[src/ocse_pkg.sv]
// ----------------------------------------------------------------------------
// ocse_pkg
// Shared types, constants and helpers for the eight-op cpu step engine.
// ----------------------------------------------------------------------------
`default_nettype none

package ocse_pkg;

  localparam int MEM_WORDS = 65536;
  localparam int MEM_AW = (MEM_WORDS > 1) ? $clog2(MEM_WORDS) : 1;
  localparam logic [31:0] MEM_LIMIT = 32'(MEM_WORDS);

  localparam int REG_COUNT = 8;
  localparam int REG_AW = $clog2(REG_COUNT);

  localparam int OP_LSB = 22;
  localparam int RA_LSB = 19;
  localparam int RB_LSB = 16;
  localparam int OFF_W = 16;

  typedef enum logic [2:0] {
    OP_ADD  = 3'd0,
    OP_NOR  = 3'd1,
    OP_LW   = 3'd2,
    OP_SW   = 3'd3,
    OP_BEQ  = 3'd4,
    OP_JALR = 3'd5,
    OP_HALT = 3'd6,
    OP_NOOP = 3'd7
  } op_t;

  typedef enum logic [1:0] {
    ST_RUN         = 2'd0,
    ST_HALT        = 2'd1,
    ST_DATA_FAULT  = 2'd2,
    ST_FETCH_FAULT = 2'd3
  } run_status_t;

  typedef enum logic {
    KIND_LOAD = 1'b0,
    KIND_STEP = 1'b1
  } item_kind_t;

  typedef enum logic [2:0] {
    BK_CLEAR,
    BK_IDLE,
    BK_DECODE,
    BK_EXEC,
    BK_MEMWB
  } back_state_t;

  typedef struct packed {
    item_kind_t  kind;
    logic        in_range;
    logic [15:0] addr;
    logic [31:0] word;
  } item_t;

  typedef struct packed {
    logic [31:0]       pc_now;
    run_status_t       run_status;
    logic [31:0]       executed_count;
    logic              reg_write_valid;
    logic [REG_AW-1:0] reg_write_index;
    logic [31:0]       reg_write_value;
    logic              mem_write_valid;
    logic [15:0]       mem_write_address;
    logic [31:0]       mem_write_value;
  } result_t;

  function automatic logic addr_ok(input logic [31:0] v);
    return !v[31] && (v < MEM_LIMIT);
  endfunction

endpackage

`default_nettype wire

[src/ocse_res_q.sv]
// ----------------------------------------------------------------------------
// ocse_res_q
// Two-entry result queue between the back end and the result ports.
// ----------------------------------------------------------------------------
`default_nettype none

module ocse_res_q (
  input  wire logic               clk,
  input  wire logic               rst,
  input  wire logic               push,
  input  wire ocse_pkg::result_t  din,
  output logic                    full,
  input  wire logic               pop,
  output logic                    empty,
  output ocse_pkg::result_t       dout
);

  ocse_pkg::result_t entries [2];
  logic [1:0] cnt;
  logic       wr_ptr;
  logic       rd_ptr;
  logic       do_push;
  logic       do_pop;

  assign full    = (cnt == 2'd2);
  assign empty   = (cnt == 2'd0);
  assign dout    = entries[rd_ptr];
  assign do_push = push && !full;
  assign do_pop  = pop && !empty;

  always_ff @(posedge clk) begin
    if (rst) begin
      cnt    <= 2'd0;
      wr_ptr <= 1'b0;
      rd_ptr <= 1'b0;
    end else begin
      cnt <= cnt + 2'(do_push) - 2'(do_pop);
      if (do_push) begin
        wr_ptr <= ~wr_ptr;
      end
      if (do_pop) begin
        rd_ptr <= ~rd_ptr;
      end
    end
  end

  always_ff @(posedge clk) begin
    if (do_push) begin
      entries[wr_ptr] <= din;
    end
  end

endmodule

`default_nettype wire

[config.mk]
export PLATFORM = sky130hd
export DESIGN_NAME = ocse_res_q
export DESIGN_NICKNAME = d
export VERILOG_FILES = /design/src/ocse_pkg.sv /design/src/ocse_res_q.sv
export SDC_FILE = /design/constraint.sdc
export NUM_CORES = 1
export LEC_CHECK = 0
export ABC_AREA = 0
export BUFFER_PORTS_ARGS = -buffer_cell sky130_fd_sc_hd__clkbuf_2
export CORE_ASPECT_RATIO = 0.75
export CORE_MARGIN = 2
export CORE_UTILIZATION = 50
export DETAILED_ROUTE_END_ITERATION = 10
export GPL_TIMING_DRIVEN = 0
export PLACE_DENSITY = 0.79
export SETUP_SLACK_MARGIN = 0.05
export SLEW_MARGIN = 20
export SYNTH_ARGS = -nofsm -noshare
export SYNTH_HDL_FRONTEND = slang
export SYNTH_SLANG_ARGS = --single-unit
[constraint.sdc]
create_clock -name clk -period 10.7 [get_ports clk]
set_input_delay 1.07 -clock clk [delete_from_list [all_inputs] [get_ports clk]]
set_output_delay 1.07 -clock clk [all_outputs]
set_load 0.01 [all_outputs]
==> out/qor.log <==
INFO  logic_synthesis postSynthAreaPerCell=23.1µm²
INFO  logic_synthesis leading_area_contributor_after_synthesis=edfxtp_1
INFO  drt            detail_route.vias_per_cell=4.99
INFO  grt            global_route_wire_length_before_repair=31,000µm
INFO  logic_synthesis synth_fp_nets=654
INFO  grt            grt_max_degree=78
INFO  clock_network  cts_inserted_buffers=28
INFO  logic_synthesis synth-main-ff-cell=edfxtp_1
INFO  logic_synthesis number_of_synthesized_flops_with_an_enable_pin=302
INFO  logic_synthesis synth_simple_gate_area_share=0.501%
INFO  clock_network  cts.htree.levels=1
INFO  clock_network  tritoncts=built
INFO  finish         post-route-cell-area=14,400µm²
INFO  floorplan      fp.dieH=135µm
INFO  drt            post_drt_wl_per_cell=18.6µm
INFO  logic_synthesis post_synth_mux_area_share=17.7%
INFO  floorplan      start_util=50.5%
INFO  critical_path  critPathCaptureType=output port
INFO  critical_path  worstPathRequired=9.63ns
INFO  timing         report.final.slew_viol_count=0
INFO  run_status     status=finished clean
INFO  placed_design  postPlaceCellArea=13,500µm²
INFO  drt            drt_iter0_markers=344
INFO  power_and_ir_drop vdd_drop_max=168µV
INFO  floorplan      fp.dieArea=24,200µm²
INFO  critical_path  critPathLaunchType=flop
INFO  logic_synthesis synth_area_leaders=edfxtp_1, mux2_4, mux2_2, buf_6, dfxtp_1
INFO  logic_synthesis synth_adder_area_share=0.218%
INFO  finish         design.final.nets=994
INFO  finish         utilization=63.1%
INFO  floorplan      die_w=179µm
INFO  timing         slew_headroom=50.3%
INFO  placed_design  detailed_place_hpwl=14,700µm
INFO  logic_synthesis synth_most_common_cell=edfxtp_1
INFO  clock_network  clk_pin_slew_worst_paths=0.06ns
INFO  timing         part_of_the_cycle_the_worst_path_needs=27.4%
INFO  clock_network  cts.sink_count=307
INFO  finish         fillCellCount=1,585
INFO  critical_path  ff2ff_path_depth=5
INFO  floorplan      ioPinCount=308
INFO  clock_network  clock-root-buffer=clkbuf_16
INFO  timing         report.final.setup_viol=0
INFO  logic_synthesis seq_area_frac_synth=79.8%
INFO  logic_synthesis netlist-cell-type-count=21
INFO  critical_path  crit_type=flop to output port
INFO  timing         final-hold-violation-count=0
INFO  clock_network  clock_tree.buffer_depth=3
INFO  finish         layout-drive-gt1-share=60.7%
INFO  clock_network  ctsResizeCount=0
INFO  placed_design  placement.io_buffers=307
INFO  placed_design  finalWeightedCongestion=0.744
INFO  worst_hold_path hold_path.class=flop to flop
INFO  timing         fin_setup_tns=0ns
INFO  grt            global_route.overflow_total=0
INFO  clock_network  hold_buffers=0
INFO  grt            grt_antenna_before_repair=1
INFO  worst_hold_path worst_hold_path.num_cells=2
INFO  logic_synthesis syn_inst=497
INFO  logic_synthesis synth_top_family_by_area=multiplexers
INFO  drt            route.vias.total=5,774
INFO  critical_path  worst_path_fanout_max=10
INFO  timing         fmax=342MHz
INFO  critical_path  timing.critical_path.arrival=1.86ns
INFO  power_and_ir_drop power_density=244nW/µm²
INFO  drt            drcViolationCount=0
INFO  logic_synthesis yosys-top-cells-count=edfxtp_1, mux2_4, mux2_2, buf_6, buf_2
INFO  logic_synthesis synth_async_sr_flop_share=0%
INFO  timing         clock-skew-final=0.0110ns
INFO  finish         seqCellArea=9170µm²
INFO  floorplan      rows=48
INFO  power_and_ir_drop p_leak=5.65nW
INFO  logic_synthesis cell_area_after_synthesis=11,500µm²
INFO  grt            overall_fraction_of_global_route_tracks_in_use=16.7%
INFO  timing         final.min_clock_period=2.93ns
INFO  finish         multi_input_area=2160µm²
INFO  drt            detail_route.wirelength=21,600µm
INFO  logic_synthesis synth_xor_area_share=0.152%
INFO  grt            number_of_global_route_vias_before_repair=5,749
INFO  clock_network  post_cts_buffers=0
INFO  flow_run       cap_viol_max_count=0
INFO  timing         rsz0062_at_grt=false
INFO  timing         worst_slew_pin_tran=0.746ns
INFO  drt            ant_nets=0
INFO  drt            pre_repair_dr_iteration_count=4
INFO  logic_synthesis ys_warn_count=0
INFO  clock_network  insertion_delay=0.53ns
INFO  finish         layout-area-overhead-vs-synth=25.0%
INFO  logic_synthesis postSynthRegisterBits=307
INFO  logic_synthesis netlist.area_leader.share=78.9%
INFO  logic_synthesis synthesized_area_fraction_occupied_by_ao_oa_aoi_and_oai_cells=0.152%
INFO  floorplan      fp.coreArea=22,800µm²
## stage by stage
stage	setup slack (ns)	cells	hold WS (ns)	total power, mW
after detailed placement	7.74	1107	0.503	2.60
after global placement	3.64	1104	0.475	2.61
final	7.77	1158	0.504	3.50
after floorplan	5.59	497	0.452	2.26
after CTS	7.72	1157	0.511	3.54
after global routing	7.69	1157	0.560	3.65
## layer usage
metal | vias to the layer above | track usage [%] | wire [µm]
met2 | 251 | 28.1 | 10500
met4 | 0 | 4.52 | 501
met1 | 2831 | 20.7 | 8490
met3 | 36 | 5.53 | 2070
met5 | - | 0 | 0
li1 | 2656 | - | -
## kinds of logic after synthesis
kind of cell	Yosys count
mux	151
fa+ha+maj	2
buf+inv	21
compound gates	3
flops	307
xor+xnor	2
simple gates	11
## critical path, stage by stage (launching register included)
cell and delay [ns]:
dfxtp_1 0.32, buf_6 0.13, buf_6 0.19, buf_6 0.21
mux2_4 0.32, clkbuf_2 0.15
## cell usage in the layout (no fill, tap or decap)
cell type and instances:
clkbuf_2 307, edfxtp_1 302, mux2_4 90, mux2_2 61, clkbuf_16 29, buf_6 11, clkbuf_1 7, buf_2 6
clkinv_2 6, dfxtp_1 5, nor2_1 4, clkinv_1 4, inv_1 3, clkbuf_8 3, buf_16 3, ha_1 2
diode_2 1, o21a_1 1, nand2b_2 1, nand2_1 1, and3_4 1, or3_1 1, inv_8 1, nor2b_1 1
xnor2_1 1, xor2_1 1, and2_1 1, nor3_1 1, o21ai_0 1, a21oi_1 1, bufinv_16 1
## where the power goes
group          total [mW]  internal [mW]  leakage (nW)  switching, mW
combinational       0.991          0.488          2.36          0.503
clock               0.938          0.538         0.431          0.400
sequential           1.57           1.53          2.86         0.0422
## path summary, 6_finish.rpt
path | from | endpoint | slack (ns)
setup / recovery | flop | dout[98] | 7.77
hold / removal | wr_ptr$_SDFFE_PP0P_ | wr_ptr$_SDFFE_PP0P_ | 0.50
setup reg to reg | cnt[0]$_SDFF_PP0_ | entries[0][22]$_DFFE_PP_ | 8.45
hold reg to reg | wr_ptr$_SDFFE_PP0P_ | wr_ptr$_SDFFE_PP0P_ | 0.50
## registers in the layout, indices dropped and copies added (netlist names), named ones only
signal   flops
entries    302
rd_ptr       1
wr_ptr       1
cnt          2
## final cells by class
| type | instances | area share (%) |
|---|---|---|
| multi-input cells | 169 | 15.0 |
| clock buffers | 39 | 5.52 |
| inverters | 4 | 0.157 |
| plain buffers | 17 | 1.07 |
| flip-flops and latches | 307 | 63.8 |
| diodes | 1 | 0.0174 |
| clock inverters | 11 | 0.522 |
| repair buffers | 310 | 11.3 |
| well taps | 300 | 2.61 |
Note: power is estimated with default switching activity, not from simulation.
